<file path="src/rtl/rbe_pkg.sv">
// Shared types and constants for the byte-wise rANS encoder.
package rbe_pkg;

   localparam int SCALE_BITS_DEF = 16;
   localparam int STATE_W       = 32;
   localparam int FREQ_W        = 16;
   localparam int BYTE_W        = 8;
   localparam int FLUSH_BYTES   = 4;
   localparam logic [STATE_W-1:0] RANS_LOW = 32'h0080_0000;

   localparam logic OP_ENCODE = 1'b0;
   localparam logic OP_FLUSH  = 1'b1;

   typedef struct packed {
      logic              operation;
      logic [FREQ_W-1:0] sym_freq;
      logic [FREQ_W-1:0] sym_cum;
   } req_type;

   typedef struct packed {
      logic [BYTE_W-1:0] out_byte;
      logic              last;
   } rsp_type;

   // controller -> datapath
   typedef struct packed {
      logic load;
      logic emit_renorm;
      logic div_init;
      logic div_step;
      logic commit;
      logic emit_flush;
   } cmd_type;

   // datapath -> controller
   typedef struct packed {
      logic is_flush;
      logic freq_zero;
      logic renorm_need;
      logic div_last;
      logic flush_last;
      logic out_free;
   } sts_type;

endpackage

</file>
<file path="src/rtl/rbe_ctrl.sv">
// Sequencer for the rANS encoder: accept, renormalize, divide, commit, flush.
module rbe_ctrl (
   input  logic             clock,
   input  logic             reset,
   input  logic             req_valid,
   output logic             req_ready,
   input  rbe_pkg::sts_type sts,
   output rbe_pkg::cmd_type cmd
);

   localparam logic [2:0] S_IDLE   = 3'd0;
   localparam logic [2:0] S_DECIDE = 3'd1;
   localparam logic [2:0] S_RENORM = 3'd2;
   localparam logic [2:0] S_DIVIDE = 3'd3;
   localparam logic [2:0] S_COMMIT = 3'd4;
   localparam logic [2:0] S_FLUSH  = 3'd5;

   logic [2:0] state_ff;
   logic [2:0] state_in;

   assign req_ready = (state_ff == S_IDLE);

   always_comb begin
      state_in = state_ff;
      cmd      = '0;
      case (state_ff)
         S_IDLE: begin
            if (req_valid) begin
               cmd.load = 1'b1;
               state_in = S_DECIDE;
            end
         end
         S_DECIDE: begin
            if (sts.is_flush) begin
               state_in = S_FLUSH;
            end else if (sts.freq_zero) begin
               state_in = S_IDLE;
            end else begin
               state_in = S_RENORM;
            end
         end
         S_RENORM: begin
            if (sts.renorm_need) begin
               cmd.emit_renorm = sts.out_free;
            end else begin
               cmd.div_init = 1'b1;
               state_in     = S_DIVIDE;
            end
         end
         S_DIVIDE: begin
            cmd.div_step = 1'b1;
            if (sts.div_last) begin
               state_in = S_COMMIT;
            end
         end
         S_COMMIT: begin
            cmd.commit = 1'b1;
            state_in   = S_IDLE;
         end
         S_FLUSH: begin
            if (sts.out_free) begin
               cmd.emit_flush = 1'b1;
               if (sts.flush_last) begin
                  state_in = S_IDLE;
               end
            end
         end
         default: begin
            state_in = S_IDLE;
         end
      endcase
   end

   always_ff @(posedge clock) begin
      if (reset) begin
         state_ff <= S_IDLE;
      end else begin
         state_ff <= state_in;
      end
   end

endmodule

</file>
<file path="src/rtl/rbe_dpath.sv">
// Datapath: coder state, renormalization shifter, radix-2 divider, output register.
module rbe_dpath #(
   parameter int SCALE_BITS = rbe_pkg::SCALE_BITS_DEF
) (
   input  logic             clock,
   input  logic             reset,
   input  rbe_pkg::req_type req_data,
   input  rbe_pkg::cmd_type cmd,
   output rbe_pkg::sts_type sts,
   output logic             rsp_valid,
   input  logic             rsp_ready,
   output rbe_pkg::rsp_type rsp_data
);

   localparam int SW    = rbe_pkg::STATE_W;
   localparam int FW    = rbe_pkg::FREQ_W;
   localparam int BW    = rbe_pkg::BYTE_W;
   localparam int QB    = 31 - SCALE_BITS;             // quotient bits
   localparam int XW    = (FW + QB > SW) ? FW + QB : SW;
   localparam int CNT_W = $clog2(QB + 1);
   localparam int SUM_W = SW + 1;

   logic [SW-1:0]    coder_state_ff, coder_state_in;
   logic [SW-1:0]    work_ff, work_in;
   logic             op_ff, op_in;
   logic [FW-1:0]    freq_ff, freq_in;
   logic [FW-1:0]    cum_ff, cum_in;
   logic [FW-1:0]    rem_ff, rem_in;
   logic [QB-1:0]    quo_ff, quo_in;
   logic [CNT_W-1:0] cnt_ff, cnt_in;
   logic             rsp_valid_ff, rsp_valid_in;
   rbe_pkg::rsp_type rsp_data_ff, rsp_data_in;

   logic [XW-1:0]    x_max;
   logic [FW:0]      trial;
   logic             trial_ge;
   logic [FW:0]      trial_diff;
   logic [SUM_W-1:0] next_sum;
   logic             out_free;

   assign x_max      = XW'({freq_ff, {QB{1'b0}}});
   assign trial      = {rem_ff, work_ff[QB-1]};
   assign trial_ge   = (trial >= {1'b0, freq_ff});
   assign trial_diff = trial - {1'b0, freq_ff};
   assign next_sum   = SUM_W'({quo_ff, {SCALE_BITS{1'b0}}}) + SUM_W'(cum_ff) + SUM_W'(rem_ff);
   assign out_free   = !rsp_valid_ff || rsp_ready;

   assign sts.is_flush    = (op_ff == rbe_pkg::OP_FLUSH);
   assign sts.freq_zero   = (freq_ff == '0);
   assign sts.renorm_need = (XW'(work_ff) >= x_max);
   assign sts.div_last    = (cnt_ff == CNT_W'(QB - 1));
   assign sts.flush_last  = (cnt_ff == CNT_W'(rbe_pkg::FLUSH_BYTES - 1));
   assign sts.out_free    = out_free;

   assign rsp_valid = rsp_valid_ff;
   assign rsp_data  = rsp_data_ff;

   always_comb begin
      coder_state_in = coder_state_ff;
      work_in        = work_ff;
      op_in          = op_ff;
      freq_in        = freq_ff;
      cum_in         = cum_ff;
      rem_in         = rem_ff;
      quo_in         = quo_ff;
      cnt_in         = cnt_ff;
      rsp_valid_in   = rsp_valid_ff;
      rsp_data_in    = rsp_data_ff;

      if (rsp_ready) begin
         rsp_valid_in = 1'b0;
      end

      if (cmd.load) begin
         work_in = coder_state_ff;
         op_in   = req_data.operation;
         freq_in = req_data.sym_freq;
         cum_in  = req_data.sym_cum;
         cnt_in  = '0;
      end

      if (cmd.emit_renorm || cmd.emit_flush) begin
         rsp_valid_in         = 1'b1;
         rsp_data_in.out_byte = work_ff[BW-1:0];
         rsp_data_in.last     = cmd.emit_flush && sts.flush_last;
         work_in              = work_ff >> BW;
      end

      if (cmd.emit_flush) begin
         cnt_in = cnt_ff + 1'b1;
         if (sts.flush_last) begin
            coder_state_in = rbe_pkg::RANS_LOW;
         end
      end

      // state is below freq << QB here, so the top part is already < freq
      if (cmd.div_init) begin
         rem_in = FW'(work_ff >> QB);
         cnt_in = '0;
      end

      if (cmd.div_step) begin
         rem_in  = trial_ge ? trial_diff[FW-1:0] : trial[FW-1:0];
         quo_in  = {quo_ff[QB-2:0], trial_ge};
         work_in = work_ff << 1;
         cnt_in  = cnt_ff + 1'b1;
      end

      if (cmd.commit) begin
         coder_state_in = next_sum[SW-1:0];
      end
   end

   always_ff @(posedge clock) begin
      if (reset) begin
         coder_state_ff <= rbe_pkg::RANS_LOW;
         rsp_valid_ff   <= 1'b0;
         cnt_ff         <= '0;
      end else begin
         coder_state_ff <= coder_state_in;
         rsp_valid_ff   <= rsp_valid_in;
         cnt_ff         <= cnt_in;
      end
      work_ff     <= work_in;
      op_ff       <= op_in;
      freq_ff     <= freq_in;
      cum_ff      <= cum_in;
      rem_ff      <= rem_in;
      quo_ff      <= quo_in;
      rsp_data_ff <= rsp_data_in;
   end

endmodule

</file>
<file path="src/rtl/rans_byte_encoder.sv">
// Top level of the byte-wise rANS encoder with a 32-bit coder state.
//
//   channel  dir  handshake              payload
//   req      in   req_valid/req_ready    rbe_pkg::req_type (operation, sym_freq, sym_cum)
//   rsp      out  rsp_valid/rsp_ready    rbe_pkg::rsp_type (out_byte, last)
//
// One item at a time. Encode: accept, decide, k renorm beats (k = 0..3 at
// SCALE_BITS = 16), then the restoring divider takes one quotient bit a cycle,
// then commit. Flush: four byte beats, one per cycle while rsp is free. Zero
// frequency: no output and no state change. Reset puts the coder state at 2^23.
// A stalled rsp holds the byte loop; req_ready stays low until commit or a flush's last beat.
module rans_byte_encoder #(
   parameter int SCALE_BITS = rbe_pkg::SCALE_BITS_DEF
) (
   input  logic             clock,
   input  logic             reset,
   input  logic             req_valid,
   output logic             req_ready,
   input  rbe_pkg::req_type req_data,
   output logic             rsp_valid,
   input  logic             rsp_ready,
   output rbe_pkg::rsp_type rsp_data
);

   rbe_pkg::cmd_type cmd;
   rbe_pkg::sts_type sts;

   rbe_ctrl u_ctrl (
      .clock     (clock),
      .reset     (reset),
      .req_valid (req_valid),
      .req_ready (req_ready),
      .sts       (sts),
      .cmd       (cmd)
   );

   rbe_dpath #(
      .SCALE_BITS (SCALE_BITS)
   ) u_dpath (
      .clock     (clock),
      .reset     (reset),
      .req_data  (req_data),
      .cmd       (cmd),
      .sts       (sts),
      .rsp_valid (rsp_valid),
      .rsp_ready (rsp_ready),
      .rsp_data  (rsp_data)
   );

   a_busy_after_accept: assert property (@(posedge clock) disable iff (reset)
      (req_valid && req_ready) |=> !req_ready)
      else $error("accepted a second item while busy");

   a_emit_has_room: assert property (@(posedge clock) disable iff (reset)
      (cmd.emit_renorm || cmd.emit_flush) |-> sts.out_free)
      else $error("byte beat issued with output register full");

   a_commit_frees: assert property (@(posedge clock) disable iff (reset)
      cmd.commit |=> req_ready)
      else $error("not ready after state commit");

   a_single_op: assert property (@(posedge clock) disable iff (reset)
      $onehot0({cmd.load, cmd.emit_renorm, cmd.div_init, cmd.div_step,
                cmd.commit, cmd.emit_flush}))
      else $error("conflicting datapath commands");

endmodule
</file>
<file path="config.mk">
export PLATFORM = sky130hd
export DESIGN_NAME = rans_byte_encoder
export DESIGN_NICKNAME = d
export VERILOG_FILES = /design/src/rtl/rbe_pkg.sv /design/src/rtl/rbe_ctrl.sv /design/src/rtl/rbe_dpath.sv /design/src/rtl/rans_byte_encoder.sv
export SDC_FILE = /design/constraint.sdc
export NUM_CORES = 1
export LEC_CHECK = 0
export BUFFER_PORTS_ARGS = -buffer_cell sky130_fd_sc_hd__buf_2
export CAP_MARGIN = 20
export CORE_ASPECT_RATIO = 1.4
export CORE_MARGIN = 2
export CORE_UTILIZATION = 63
export DETAILED_ROUTE_END_ITERATION = 8
export PLACE_DENSITY = 0.85
export SYNTH_ARGS = -nofsm -noshare
export SYNTH_HDL_FRONTEND = slang
export SYNTH_SLANG_ARGS = --single-unit
</file>
<file path="constraint.sdc">
create_clock -name clock -period 5.9 [get_ports clock]
set_input_delay 0.59 -clock clock [delete_from_list [all_inputs] [get_ports clock]]
set_output_delay 0.59 -clock clock [all_outputs]
set_load 0.01 [all_outputs]
</file>
==> results.rst, run 1 <==
.. list-table::
   :header-rows: 1

   * - Metric
     - Value
   * - Post-synthesis share of cell area spent on full adders, half adders and majority gates
     - 0.0830
   * - DRC
     - 0
   * - Antenna diode count
     - 0
   * - Proportion of layout cells with a drive suffix above 1
     - 0.121
   * - Sinks on Clock Net
     - 145
   * - Final setup fails
     - 0
   * - TritonCTS buffer count
     - 17
   * - Number of buffers added for setup after CTS
     - 0
   * - Power per Cell Area
     - 311 nW/um^2
   * - Nature of the critical path startpoint
     - flip-flop
   * - Maximum level of the CTS H-tree
     - 4
   * - All-Layer GR Usage
     - 0.317
   * - Count of input and output buffers
     - 47
   * - Latest clock arrival within the worst-skew pair
     - 0.43 ns
   * - Post-Route Setup TNS
     - 0 ns
   * - Wire length per cell after detailed routing
     - around 21 um
   * - Transition at the pin with the smallest max-transition slack
     - 0.884 ns
   * - DIE WIDTH
     - 99.4 um
   * - Vertical die dimension
     - 138 um
   * - Count of cells along the worst hold path
     - 1
   * - Register area share after synthesis
     - 0.492
   * - Total chip power
     - ~2.8 mW
   * - Post-synthesis xor/xnor area fraction
     - 0.0415
   * - Dominant synthesized flop cell
     - sky130_fd_sc_hd__edfxtp_1
   * - Count of placed standard cells in the final layout, fillers left out
     - 995
   * - Highest fanout seen on the critical path
     - 31
   * - Clock slew seen by the registers of the worst setup and hold paths
     - approximately 0.06 ns
   * - Storage element area
     - 3940 sq um
   * - Path type of the worst setup path
     - flip-flop to flip-flop
   * - Req. time, crit path
     - 6.05 ns
   * - Synth top area share
     - 0.389
   * - Largest cells by area after synthesis
     - sky130_fd_sc_hd__edfxtp_1, sky130_fd_sc_hd__dfxtp_1, sky130_fd_sc_hd__ha_1
   * - Clock Tree Root
     - sky130_fd_sc_hd__clkbuf_16
   * - Final std cell area, no fill
     - 9020 sq um
   * - CP arrival
     - around 3.6 ns
   * - Die Outline Area
     - 13700 sq um
   * - Max-slew violation count
     - 0
   * - Number of hold buffers added after cts
     - 0
   * - CTS Buffer Depth
     - 2
   * - Kind of path behind the tightest hold check
     - input port to flip-flop
   * - Largest net degree at the start of global routing
     - 54
   * - Leading post-synthesis cells by instance count
     - sky130_fd_sc_hd__nand2_1, sky130_fd_sc_hd__edfxtp_1, sky130_fd_sc_hd__o21ai_0, sky130_fd_sc_hd__ha_1, sky130_fd_sc_hd__a21oi_1
   * - Cell total after placement
     - 963
   * - Number of detailed-routing iterations run before antenna repair
     - 6
   * - Routed via count
     - 6473
   * - Post-synth design cell area
     - 8020 sq um
   * - IR Drop Worst-Case VDD
     - around 0.23 mV
   * - Synthesized-area fraction occupied by and/or/nand/nor cells
     - 0.147
   * - Yosys synthesis warning count
     - 0
   * - Residual antenna-violating net count after detailed routing
     - 0
   * - Number of global-route vias before repair
     - 6379
   * - Quantity of gates resized following cts
     - 0
   * - I/O pins
     - 48
   * - Number of enable-type register cells in the synthesized netlist
     - 104
   * - Time the final worst path needs with I/O delays and setup
     - 3.47 ns
   * - Syn Nets
     - between 800 and 900
   * - Mux contribution to synthesized area
     - 0.0488
   * - Tightest hold margin
     - 0.330 ns
   * - Wire length of the first global-routing pass
     - 33000 um
   * - Post-DP HPWL
     - about 15000 um
   * - Fill cell instance count of the final layout
     - 842
   * - Most repeated cell in the gate-level netlist after synthesis
     - sky130_fd_sc_hd__nand2_1
   * - Number of nets in the layout
     - 921
   * - #FFs+latches synth
     - ~150
   * - Post-synthesis cell type with the largest combined area
     - sky130_fd_sc_hd__edfxtp_1
   * - Synth Area in Compound Gates
     - 0.158
   * - Relative slew slack
     - 0.407
   * - Count of mapped cells out of synthesis
     - a little under 800
   * - Number of core rows
     - 48
   * - Number of distinct library cells after synthesis
     - 67
   * - Async set or reset register ratio after synthesis
     - 0
   * - Leak pwr
     - 3.69 nW
   * - Final number of hold-violating endpoints
     - 0
   * - Overflow left after global routing
     - 0
   * - Outcome
     - finished clean
   * - Clock tree from TritonCTS
     - done
   * - Crit end category
     - flip-flop
   * - RSZ-0062 raised after global routing
     - false
   * - Number of design-rule violations left by the first detailed-router iteration
     - 574
   * - Via-to-Cell Ratio
     - 6.51
   * - Post-DP Area
     - 8390 sq um
   * - Initial core utilization
     - 0.648
   * - Post-route core utilization
     - 0.729
   * - Peak Freq
     - 288 MHz
   * - Tcrit/Tclk final
     - 0.588
   * - Post-synthesis average cell area
     - 10.2 sq um
   * - Area delta synth->final
     - 12.4%
   * - Initial antenna violation count
     - 0
   * - Combinational family with the most area after synthesis
     - compound AO/OA/AOI/OAI gates
   * - Clock skew after layout
     - approximately 0.0097 ns
   * - Depth of the most critical reg-to-reg path
     - 9
   * - Area used by multi-input combinational logic
     - 3840 sq um
   * - Count of maximum capacitance violations
     - 0
   * - Placement Setup Slack
     - 2.50 ns
   * - Total wirelength of the detailed-routed design
     - 20700 um
   * - Placeable core region
     - around 12000 sq um
   * - Weighted congestion at the end of routability-driven global placement
     - just over 0.9
   * - Least setup slack across all paths after layout
     - 2.43 ns
[cells in the final DEF (no fill, tap or decap), drive strengths merged, types with 23 or more instances in the layout]
| cell type | count |
|---|---|
| dfxtp | 41 |
| inv | 37 |
| a21oi | 47 |
| ha | 50 |
| edfxtp | 104 |
| o21ai | 83 |
| mux2i | 38 |
| nor2 | 45 |
| buf | 54 |
| nand2 | 115 |
| xor2 | 23 |
[area by class of cell]
type	instances	share of cell area
sequential	145	0.437
tap	150	0.0208
inverter	32	0.0136
multi-input combinational	582	0.426
clock inverter	14	0.0227
timing repair buffer	54	0.0319
clock buffer	18	0.0476
[report_power, final]
part	total [mW]	switching, mW	internal (mW)
clock network	1.16	0.443	0.716
registers	1.23	0.0580	1.17
logic	0.419	0.258	0.161
[sequential cells by signal (all words and copies together), names as in the netlist]
register                cells
u_dpath.coder_state_ff     32
u_dpath.op_ff               1
u_dpath.rem_ff             16
u_ctrl.state_ff             3
u_dpath.rsp_data            9
u_dpath.cum_ff             16
u_dpath.freq_ff            16
u_dpath.quo_ff             15
u_dpath.work_ff            32
u_dpath.rsp_valid           1
u_dpath.cnt_ff              4
[kinds of logic (layout without fill, tap and decap cells)]
group,count (synthesis),count (layout)
buffers and inverters,57,118
muxes,39,39
AOI/OAI and AO/OA,203,203
adders and majority gates,52,52
xor gates and xnor gates,38,38
DFF,145,145
and+or+nand+nor,250,250
[worst paths after layout]
check	slack, ns	from	endpoint
worst max-delay path	2.43	u_dpath.work_ff[19]$_DFFE_PP_	u_dpath.work_ff[26]$_DFFE_PP_
worst min-delay path	0.33	req_data[31]	u_dpath.freq_ff[15]$_DFFE_PP_
worst max register to register	2.43	u_dpath.work_ff[19]$_DFFE_PP_	u_dpath.work_ff[26]$_DFFE_PP_
worst min register to register	0.47	u_dpath.coder_state_ff[24]$_SDFFE_PP0P_	u_dpath.coder_state_ff[24]$_SDFFE_PP0P_
[per-layer routing]
metal / global-route usage / vias to the layer above / wire length [um]
met5: 0 / - / 0
met4: 0.145 / 0 / 885
met2: 0.565 / 359 / 10600
met1: 0.367 / 3045 / 7640
met3: 0.0624 / 80 / 1530
li1: - / 2989 / -
[critical path: stages, from the launching register on]
cell and delay, ns:
sky130_fd_sc_hd__edfxtp_1 0.46, sky130_fd_sc_hd__ha_1 0.33, sky130_fd_sc_hd__a21oi_1 0.17, sky130_fd_sc_hd__o21ai_0 0.15
sky130_fd_sc_hd__a2111oi_2 0.35, sky130_fd_sc_hd__nand3_2 0.23, sky130_fd_sc_hd__a22oi_4 0.57, sky130_fd_sc_hd__inv_2 0.24
sky130_fd_sc_hd__or3_1 0.41, sky130_fd_sc_hd__buf_4 0.27
Power figures use the tool's default switching activity.
==> run 2, diff against run 1 <==
--- a/config.mk
+++ b/config.mk
@@ -5,13 +5,14 @@
 export SDC_FILE = /design/constraint.sdc
 export NUM_CORES = 1
 export LEC_CHECK = 0
+export ABC_AREA = 1
 export BUFFER_PORTS_ARGS = -buffer_cell sky130_fd_sc_hd__buf_2
 export CAP_MARGIN = 20
 export CORE_ASPECT_RATIO = 1.4
 export CORE_MARGIN = 2
-export CORE_UTILIZATION = 63
+export CORE_UTILIZATION = 56
 export DETAILED_ROUTE_END_ITERATION = 8
-export PLACE_DENSITY = 0.85
+export PLACE_DENSITY = 0.8
 export SYNTH_ARGS = -nofsm -noshare
 export SYNTH_HDL_FRONTEND = slang
 export SYNTH_SLANG_ARGS = --single-unit
==> constraint.sdc (replaced) <==
create_clock -name clock -period 2.93 [get_ports clock]
set_input_delay 0.293 -clock clock [delete_from_list [all_inputs] [get_ports clock]]
set_output_delay 0.293 -clock clock [all_outputs]
set_load 0.01 [all_outputs]
==> run 2 against run 1 <==
Net effect:
- sequential share of layout area is 3.9 points lower
- global-route usage is 2.2 points lower
- hold slack worse by 0.30 ns
- maximum frequency is 30% higher
- clock power is 87% higher
- die area is 24% higher
- combinational power grew to 10 times the previous value
- final cell count is 42% higher
- highest routed layer unchanged
==> results.rst, run 2 <==
.. list-table::
   :header-rows: 1

   * - Metric
     - Value
   * - Outcome
     - finished clean (unchanged)
   * - Number of buffers added for setup after CTS
     - 0 (unchanged)
   * - Quantity of gates resized following cts
     - 0 (unchanged)
   * - Switching power summed over all nets
     - 4.29 mW (was 759 uW)
   * - Post-synthesis average cell area
     - 7.68 sq um (was 10.2 sq um)
   * - Count of maximum capacitance violations
     - 0 (unchanged)
   * - Area delta synth->final
     - 11.2% (was 12.4%)
   * - Worst hold start
     - req_data[14] (was req_data[31])
   * - Commonest non-fill, non-tap cells in the layout
     - sky130_fd_sc_hd__nand2_1, sky130_fd_sc_hd__inv_1, sky130_fd_sc_hd__nand3_1, sky130_fd_sc_hd__edfxtp_1, sky130_fd_sc_hd__nor2_1 (was sky130_fd_sc_hd__nand2_1, sky130_fd_sc_hd__edfxtp_1, sky130_fd_sc_hd__o21ai_0, sky130_fd_sc_hd__ha_1)
   * - Dominant synthesized flop cell
     - sky130_fd_sc_hd__edfxtp_1 (unchanged)
   * - Sequential fraction of design power
     - 0.355 (was 0.438)
   * - Peak Freq
     - 373 MHz (was 288 MHz)
   * - Yosys synthesis warning count
     - 0 (unchanged)
   * - Critical register-to-register path startpoint
     - u_dpath.rem_ff[13]$_DFFE_PP_ (was u_dpath.work_ff[19]$_DFFE_PP_)
   * - Wire length of the first global-routing pass
     - 39100 um (was 33000 um)
   * - Number of detailed-routing iterations run before antenna repair
     - 6 (unchanged)
   * - Nature of the critical path startpoint
     - flip-flop (unchanged)
   * - Number of enable-type register cells in the synthesized netlist
     - 104 (unchanged)
   * - Initial core utilization
     - 0.573 (was 0.648)
   * - Async set or reset register ratio after synthesis
     - 0 (unchanged)
   * - Relative slew slack
     - 0.506 (was 0.407)
   * - Leak pwr
     - 4.52 nW (was 3.69 nW)
   * - Post-synth design cell area
     - 8900 sq um (was 8020 sq um)
   * - Leading post-synthesis cells by instance count
     - sky130_fd_sc_hd__nand2_1, sky130_fd_sc_hd__inv_1, sky130_fd_sc_hd__nand3_1, sky130_fd_sc_hd__edfxtp_1, sky130_fd_sc_hd__nor2_1 (was sky130_fd_sc_hd__nand2_1, sky130_fd_sc_hd__edfxtp_1, sky130_fd_sc_hd__o21ai_0, sky130_fd_sc_hd__ha_1, sky130_fd_sc_hd__a21oi_1)
   * - Cell total after placement
     - 1382 (was 963)
   * - Sinks on Clock Net
     - 145 (unchanged)
   * - Count of placed standard cells in the final layout, fillers left out
     - 1414 (was 995)
   * - #FFs+latches synth
     - 145 (unchanged)
   * - Post-Route Setup TNS
     - 0 ns (unchanged)
   * - Largest cells by area after synthesis
     - sky130_fd_sc_hd__edfxtp_1, sky130_fd_sc_hd__nand2_1, sky130_fd_sc_hd__dfxtp_1 (was sky130_fd_sc_hd__edfxtp_1, sky130_fd_sc_hd__dfxtp_1, sky130_fd_sc_hd__ha_1)
   * - Latest clock arrival within the worst-skew pair
     - 0.44 ns (was 0.43 ns)
   * - Max-slew violation count
     - 0 (unchanged)
   * - Routed via count
     - 8117 (was 6473)
   * - Biggest regs
     - u_dpath.coder_state_ff x32, u_dpath.work_ff x32 (unchanged)
   * - Time the final worst path needs with I/O delays and setup
     - 2.68 ns (was 3.47 ns)
   * - Buf+Inv Stages, Crit Path
     - 1 (was 2)
   * - Leading cell type in the layout, fill and taps excluded
     - sky130_fd_sc_hd__nand2_1 (unchanged)
   * - Cell type with the highest occurrence count on the critical path
     - sky130_fd_sc_hd__nand3_1
   * - TritonCTS buffer count
     - 17 (unchanged)
   * - Comb pwr share
     - 0.429 (was 0.149)
   * - Family with the most delay on the worst path
     - compound AO/OA/AOI/OAI gates (unchanged)
   * - Int Pwr
     - 5.75 mW (was 2.05 mW)
   * - Ordered list of cells on the worst path
     - ha_1, a21oi_1, nor2_1, nor3_1, o21a_2, buf_4, nand3_1, nand3_1, o21ai_0 (was ha_1, a21oi_1, o21ai_0, a2111oi_2, nand3_2, a22oi_4, inv_2, or3_1, buf_4)
   * - Vertical die dimension
     - 153 um (was 138 um)
   * - DIE WIDTH
     - 111 um (was 99.4 um)
   * - Placeable core region
     - 15500 sq um (was 12400 sq um)
   * - Number of nets in the layout
     - 1294 (was 921)
   * - Maximum level of the CTS H-tree
     - 4 (unchanged)
   * - Proportion of layout cells with a drive suffix above 1
     - 0.0887 (was 0.121)
   * - Number of distinct library cells after synthesis
     - 42 (was 67)
   * - Largest net degree at the start of global routing
     - 70 (was 54)
   * - Die Outline Area
     - 16900 sq um (was 13700 sq um)
   * - Register area share after synthesis
     - 0.443 (was 0.492)
   * - IR Drop Worst-Case VDD
     - 0.478 mV (was 0.230 mV)
   * - Slowest CP cell
     - sky130_fd_sc_hd__edfxtp_1 (was sky130_fd_sc_hd__a22oi_4)
   * - Clock tree from TritonCTS
     - done (unchanged)
   * - Sw frac
     - 0.427 (was 0.270)
   * - Via-to-Cell Ratio
     - 5.74 (was 6.51)
   * - Tcrit/Tclk final
     - 0.914 (was 0.588)
   * - Clock Tree Root
     - sky130_fd_sc_hd__clkbuf_16 (unchanged)
   * - Residual antenna-violating net count after detailed routing
     - 0 (unchanged)
   * - Number of hold buffers added after cts
     - 0 (unchanged)
   * - Antenna diode count
     - 0 (unchanged)
   * - RSZ-0062 raised after global routing
     - false (unchanged)
   * - Number of design-rule violations left by the first detailed-router iteration
     - 734 (was 574)
   * - Overflow left after global routing
     - 0 (unchanged)
   * - Count of mapped cells out of synthesis
     - 1159 (was 784)
   * - Power per Cell Area
     - 1010 nW/um^2 (was 311 nW/um^2)
   * - Final setup fails
     - 0 (unchanged)
   * - Most repeated cell in the gate-level netlist after synthesis
     - sky130_fd_sc_hd__nand2_1 (unchanged)
   * - Total wirelength of the detailed-routed design
     - 24700 um (was 20700 um)
   * - I/O pins
     - 48 (unchanged)
   * - Wire length per cell after detailed routing
     - 17.5 um (was 20.8 um)
   * - Power share of the clock group
     - 0.216 (was 0.413)
   * - Worst stage delay on the critical path
     - 0.48 ns (was 0.57 ns)
   * - Initial antenna violation count
     - 0 (unchanged)
   * - DRC
     - 0 (unchanged)
   * - Synth top area share
     - 0.351 (was 0.389)
   * - Post-DP HPWL
     - 18700 um (was 15200 um)
   * - Clock skew after layout
     - 0.0102 ns (was 0.00973 ns)
   * - Number of core rows
     - 54 (was 48)
   * - Syn Nets
     - 1248 (was 873)
   * - Req. time, crit path
     - 3.07 ns (was 6.05 ns)
   * - Crit end category
     - flip-flop (unchanged)
   * - All-Layer GR Usage
     - 0.295 (was 0.317)
   * - Final number of hold-violating endpoints
     - 0 (unchanged)
   * - Highest fanout seen on the critical path
     - 12 (was 31)
   * - CTS Buffer Depth
     - 2 (unchanged)
   * - Count of input and output buffers
     - 47 (unchanged)
   * - Transition at the pin with the smallest max-transition slack
     - 0.742 ns (was 0.884 ns)
   * - Kind of path behind the tightest hold check
     - input port to flip-flop (unchanged)
   * - Path type of the worst setup path
     - flip-flop to flip-flop (unchanged)
   * - Number of global-route vias before repair
     - 7847 (was 6379)
   * - Clock slew seen by the registers of the worst setup and hold paths
     - 0.06 ns (about the same)
   * - CP arrival
     - 2.82 ns (was 3.61 ns)
   * - Startpoint of the most critical setup path
     - u_dpath.rem_ff[13]$_DFFE_PP_ (was u_dpath.work_ff[19]$_DFFE_PP_)
   * - Post-synthesis cell type with the largest combined area
     - sky130_fd_sc_hd__edfxtp_1 (unchanged)
   * - Weighted congestion at the end of routability-driven global placement
     - 0.996 (was 0.932)
## run 2: area by class of cell
| class | instances | area, sq um |
|---|---|---|
| inverters | 165 | 619 |
| repair buffers | 58 | 330 |
| flip-flops and latches | 145 | 3940 |
| multi-input cells | 818 | 4180 |
| clock buffers | 18 | 429 |
| well taps | 196 | 245 |
| fillers | 1355 | 5640 |
| clock inverters | 14 | 158 |
## run 2: metal layers
metal / vias up / part of all wire / global-route usage
met3: 115 / 0.053 / 0.0496
met2: 327 / 0.49 / 0.519
met5: - / 0 / 0
met1: 3739 / 0.38 / 0.327
met4: 0 / 0.071 / 0.193
li1: 3936 / - / -
## run 2: logic make-up after synthesis
| kind of cell | synth area share |
|---|---|
| adders and majority gates | 0.0748 |
| buffers and inverters | 0.0894 |
| xor gates and xnor gates | 0.00984 |
| AOI/OAI and AO/OA | 0.0874 |
| and+or+nand+nor | 0.295 |
| DFF | 0.443 |
## run 2: per-stage QoR
stage	total power, mW	setup slack (ns)	util	hold slack, ns	cell area, sq um
after floorplan	6.50	0.350	-	0.392	8900
after global placement	7.63	0.211	0.599	0.453	9310
after detailed placement	7.74	0.136	0.599	0.456	9310
after CTS	9.94	0.110	0.637	0.0259	9900
after global routing	10.7	0.125	0.637	0.0228	9900
final	10.0	0.252	0.637	0.0319	9900
## run 2: worst paths after layout
kind                                            end  slack (ns)  cells past startpoint
max                    u_dpath.rem_ff[12]$_DFFE_PP_        0.25                      9
min                    u_dpath.cum_ff[14]$_DFFE_PP_        0.03                      1
max reg2reg            u_dpath.rem_ff[12]$_DFFE_PP_        0.25                      9
min reg2reg  u_dpath.coder_state_ff[1]$_SDFFE_PP0P_        0.47                      2
## run 2: power groups by stage
stage	clock (mW)	sequential [mW]	combinational [mW]
6_report	2.17	3.56	4.31
5_1_grt	2.25	3.61	4.83
4_1_cts	2.17	3.54	4.23
3_5_place_dp	0	3.57	4.17
3_3_place_gp	0	3.55	4.09
2_1_floorplan	0	3.40	3.11
==> run 3, diff against run 2 <==
--- a/config.mk
+++ b/config.mk
@@ -10,9 +10,10 @@
 export CAP_MARGIN = 20
 export CORE_ASPECT_RATIO = 1.4
 export CORE_MARGIN = 2
-export CORE_UTILIZATION = 56
+export CORE_UTILIZATION = 58
+export CTS_BUF_LIST = sky130_fd_sc_hd__clkbuf_2
 export DETAILED_ROUTE_END_ITERATION = 8
-export PLACE_DENSITY = 0.8
+export PLACE_DENSITY = 0.82
 export SYNTH_ARGS = -nofsm -noshare
 export SYNTH_HDL_FRONTEND = slang
 export SYNTH_SLANG_ARGS = --single-unit
==> run 3 against run 2 <==
Net effect:
- the run now ends with design-rule violations left
- combinational power is 1% higher
- clock power is 50% lower
- die area is 3.3% lower
- non-clock buffer count is 37 higher
- utilization is 2.3 points higher
- design area is 0.13% lower
- sequential share of layout area is 0.050 points higher
- flip-flop and latch count stayed put
- total power is 11% lower
- critical path depth stayed put
- maximum frequency is 4.8% lower
==> results.rst, run 3 (synthesis results as in run 2) <==
.. list-table::
   :header-rows: 1

   * - Metric
     - Value
   * - Outcome
     - finished with violations (was finished clean)
   * - Violations in the final reports
     - design-rule violations
   * - Clock Tree Root
     - sky130_fd_sc_hd__clkbuf_2 (was sky130_fd_sc_hd__clkbuf_16)
   * - Biggest regs
     - u_dpath.coder_state_ff x32, u_dpath.work_ff x32 (unchanged)
   * - Via-to-Cell Ratio
     - 5.70 (was 5.74)
   * - Storage element area
     - 3940 sq um (unchanged)
   * - Maximum level of the CTS H-tree
     - 4 (unchanged)
   * - Crit end category
     - flip-flop (unchanged)
   * - Leak pwr
     - 4.52 nW (about the same)
   * - Clock skew after layout
     - 0.0284 ns (was 0.0102 ns)
   * - Int Pwr
     - 4.76 mW (was 5.75 mW)
   * - Placeable core region
     - 15000 sq um (was 15500 sq um)
   * - Final std cell area, no fill
     - 9890 sq um (was 9900 sq um)
   * - Number of nets in the layout
     - 1331 (was 1294)
   * - Kind of path behind the tightest hold check
     - input port to flip-flop (unchanged)
   * - Transition at the pin with the smallest max-transition slack
     - 0.731 ns (was 0.742 ns)
   * - Commonest non-fill, non-tap cells in the layout
     - sky130_fd_sc_hd__nand2_1, sky130_fd_sc_hd__inv_1, sky130_fd_sc_hd__nand3_1, sky130_fd_sc_hd__edfxtp_1, sky130_fd_sc_hd__nor2_1 (unchanged)
   * - IR Drop Worst-Case VDD
     - 0.427 mV (was 0.478 mV)
   * - Post-Route Setup TNS
     - 0 ns (unchanged)
   * - Req. time, crit path
     - 3.48 ns (was 3.07 ns)
   * - Overflow left after global routing
     - 0 (unchanged)
   * - Die Outline Area
     - 16400 sq um (was 16900 sq um)
   * - Tcrit/Tclk final
     - 0.960 (was 0.914)
   * - Power share of the clock group
     - 0.120 (was 0.216)
   * - Cell total after placement
     - 1379 (was 1382)
   * - Leading cell type in the layout, fill and taps excluded
     - sky130_fd_sc_hd__nand2_1 (unchanged)
   * - Wire length per cell after detailed routing
     - 17.2 um (was 17.5 um)
   * - CP arrival
     - 3.37 ns (was 2.82 ns)
   * - Initial antenna violation count
     - 1 (was 0)
   * - Area used by multi-input combinational logic
     - 4170 sq um (was 4180 sq um)
   * - Number of detailed-routing iterations run before antenna repair
     - 9 (was 6)
   * - Routed via count
     - 8260 (was 8117)
   * - Proportion of layout cells with a drive suffix above 1
     - 0.0869 (was 0.0887)
   * - Quantity of gates resized following cts
     - 0 (unchanged)
   * - Clock slew seen by the registers of the worst setup and hold paths
     - 0.24 ns (was 0.06 ns)
   * - Max-slew violation count
     - 0 (unchanged)
   * - Fill cell instance count of the final layout
     - 1346 (was 1355)
   * - Latest clock arrival within the worst-skew pair
     - 0.79 ns (was 0.44 ns)
   * - Number of design-rule violations left by the first detailed-router iteration
     - 573 (was 734)
   * - Largest net degree at the start of global routing
     - 70 (unchanged)
   * - Number of global-route vias before repair
     - 7873 (was 7847)
   * - Clock tree from TritonCTS
     - done (unchanged)
   * - Wire length of the first global-routing pass
     - 38900 um (was 39100 um)
   * - Weighted congestion at the end of routability-driven global placement
     - 0.983 (was 0.996)
   * - Total wirelength of the detailed-routed design
     - 24900 um (was 24700 um)
   * - I/O pins
     - 48 (unchanged)
   * - CTS Buffer Depth
     - 2 (unchanged)
   * - Time the final worst path needs with I/O delays and setup
     - 2.81 ns (was 2.68 ns)
   * - Post-DP HPWL
     - 19100 um (was 18700 um)
   * - Sinks on Clock Net
     - 145 (unchanged)
   * - Count of maximum capacitance violations
     - 0 (unchanged)
   * - Count of placed standard cells in the final layout, fillers left out
     - 1448 (was 1414)
   * - Peak Freq
     - 355 MHz (was 373 MHz)
   * - Post-DP Area
     - 9320 sq um (was 9310 sq um)
   * - Final number of hold-violating endpoints
     - 0 (unchanged)
   * - Area delta synth->final
     - 11.1% (was 11.2%)
   * - Sequential fraction of design power
     - 0.393 (was 0.355)
   * - Initial core utilization
     - 0.594 (was 0.573)
   * - Residual antenna-violating net count after detailed routing
     - 0 (unchanged)
   * - Highest fanout seen on the critical path
     - 13 (was 12)
   * - Path type of the worst setup path
     - flip-flop to flip-flop (unchanged)
   * - Count of input and output buffers
     - 47 (unchanged)
   * - DRC
     - 1 (was 0)
   * - RSZ-0062 raised after global routing
     - false (unchanged)
   * - Sw frac
     - 0.469 (was 0.427)
   * - Switching power summed over all nets
     - 4.21 mW (was 4.29 mW)
   * - Nature of the critical path startpoint
     - flip-flop (unchanged)
   * - Relative slew slack
     - 0.513 (was 0.506)
   * - TritonCTS buffer count
     - 17 (unchanged)
   * - Vertical die dimension
     - 151 um (was 153 um)
   * - DIE WIDTH
     - 109 um (was 111 um)
   * - Final setup fails
     - 0 (unchanged)
   * - Comb pwr share
     - 0.487 (was 0.429)
   * - Number of core rows
     - 53 (was 54)
   * - All-Layer GR Usage
     - 0.316 (was 0.295)
   * - Power per Cell Area
     - 907 nW/um^2 (was 1010 nW/um^2)
-- run 3: changes by cell type in the layout (fill, tap and decap cells not counted), sizes merged --
cell and change:
buf +1, bufinv -2, clkinv -5, clkinvlp +1, diode +1, dlygate4sd3 +36, inv +6
-- run 3: worst max-delay path: stages (launching register included) --
cell,delay (ns)
sky130_fd_sc_hd__edfxtp_1,0.52
sky130_fd_sc_hd__ha_1,0.44
sky130_fd_sc_hd__a21oi_1,0.25
sky130_fd_sc_hd__nor2_1,0.06
sky130_fd_sc_hd__nor3_1,0.21
sky130_fd_sc_hd__o21a_1,0.57
sky130_fd_sc_hd__buf_4,0.25
sky130_fd_sc_hd__nand3_1,0.07
sky130_fd_sc_hd__nand3_1,0.11
sky130_fd_sc_hd__o21ai_1,0.09
-- run 3: routing by layer --
layer / part of all wire / wire (um) / vias up / global-route usage
li1: - / - / 4004 / -
met1: 0.37 / 9120 / 3791 / 0.351
met2: 0.51 / 12600 / 375 / 0.554
met3: 0.067 / 1680 / 90 / 0.0671
met4: 0.061 / 1530 / 0 / 0.179
met5: 0 / 0 / - / 0
-- run 3: power by group through the flow --
stage          Sequential (mW)  Combinational [mW]  Clock (mW)
2_1_floorplan             3.40                3.11           0
3_3_place_gp              3.53                4.13           0
3_5_place_dp              3.56                4.22           0
4_1_cts                   3.51                4.27        1.09
5_1_grt                   3.59                4.90        1.15
6_report                  3.53                4.37        1.08
-- run 3: worst paths after layout --
kind / startpoint / end / slack (ns) / cells after the start
setup / recovery: u_dpath.rem_ff[13]$_DFFE_PP_ / u_dpath.rem_ff[13]$_DFFE_PP_ / 0.12 / 9
hold / removal: req_data[18] / u_dpath.freq_ff[2]$_DFFE_PP_ / 0.19 / 2
setup reg to reg: u_dpath.rem_ff[13]$_DFFE_PP_ / u_dpath.rem_ff[13]$_DFFE_PP_ / 0.12 / 9
hold reg to reg: u_dpath.coder_state_ff[8]$_SDFFE_PP0P_ / u_dpath.coder_state_ff[8]$_SDFFE_PP0P_ / 0.49 / 2
-- run 3: repair_timing --
item / CTS / global route
hold endpoints to repair: 41 / 0
buffers inserted: 0 / 0
hold buffers: 36 / 0
-- run 3: area by class of cell --
class	instances	share of cell area
Multi-Input combinational cell	818	0.422
Sequential cell	145	0.399
Timing Repair Buffer	95	0.0706
Inverter	165	0.0626
Tap cell	192	0.0243
Clock inverter	14	0.0121
Clock buffer	18	0.00911
Antenna cell	1	0.000253
-- run 3: metrics by stage --
| stage | worst slack, ns | power, mW | hold WS [ns] | utilization |
|---|---|---|---|---|
| 2_1_floorplan | 0.350 | 6.50 | 0.392 | - |
| 3_3_place_gp | 0.185 | 7.66 | 0.450 | 0.622 |
| 3_5_place_dp | 0.148 | 7.78 | 0.457 | 0.622 |
| 4_1_cts | 0.133 | 8.87 | 0.175 | 0.660 |
| 5_1_grt | 0.0201 | 9.64 | 0.189 | 0.660 |
| 6_report | 0.116 | 8.97 | 0.194 | 0.660 |
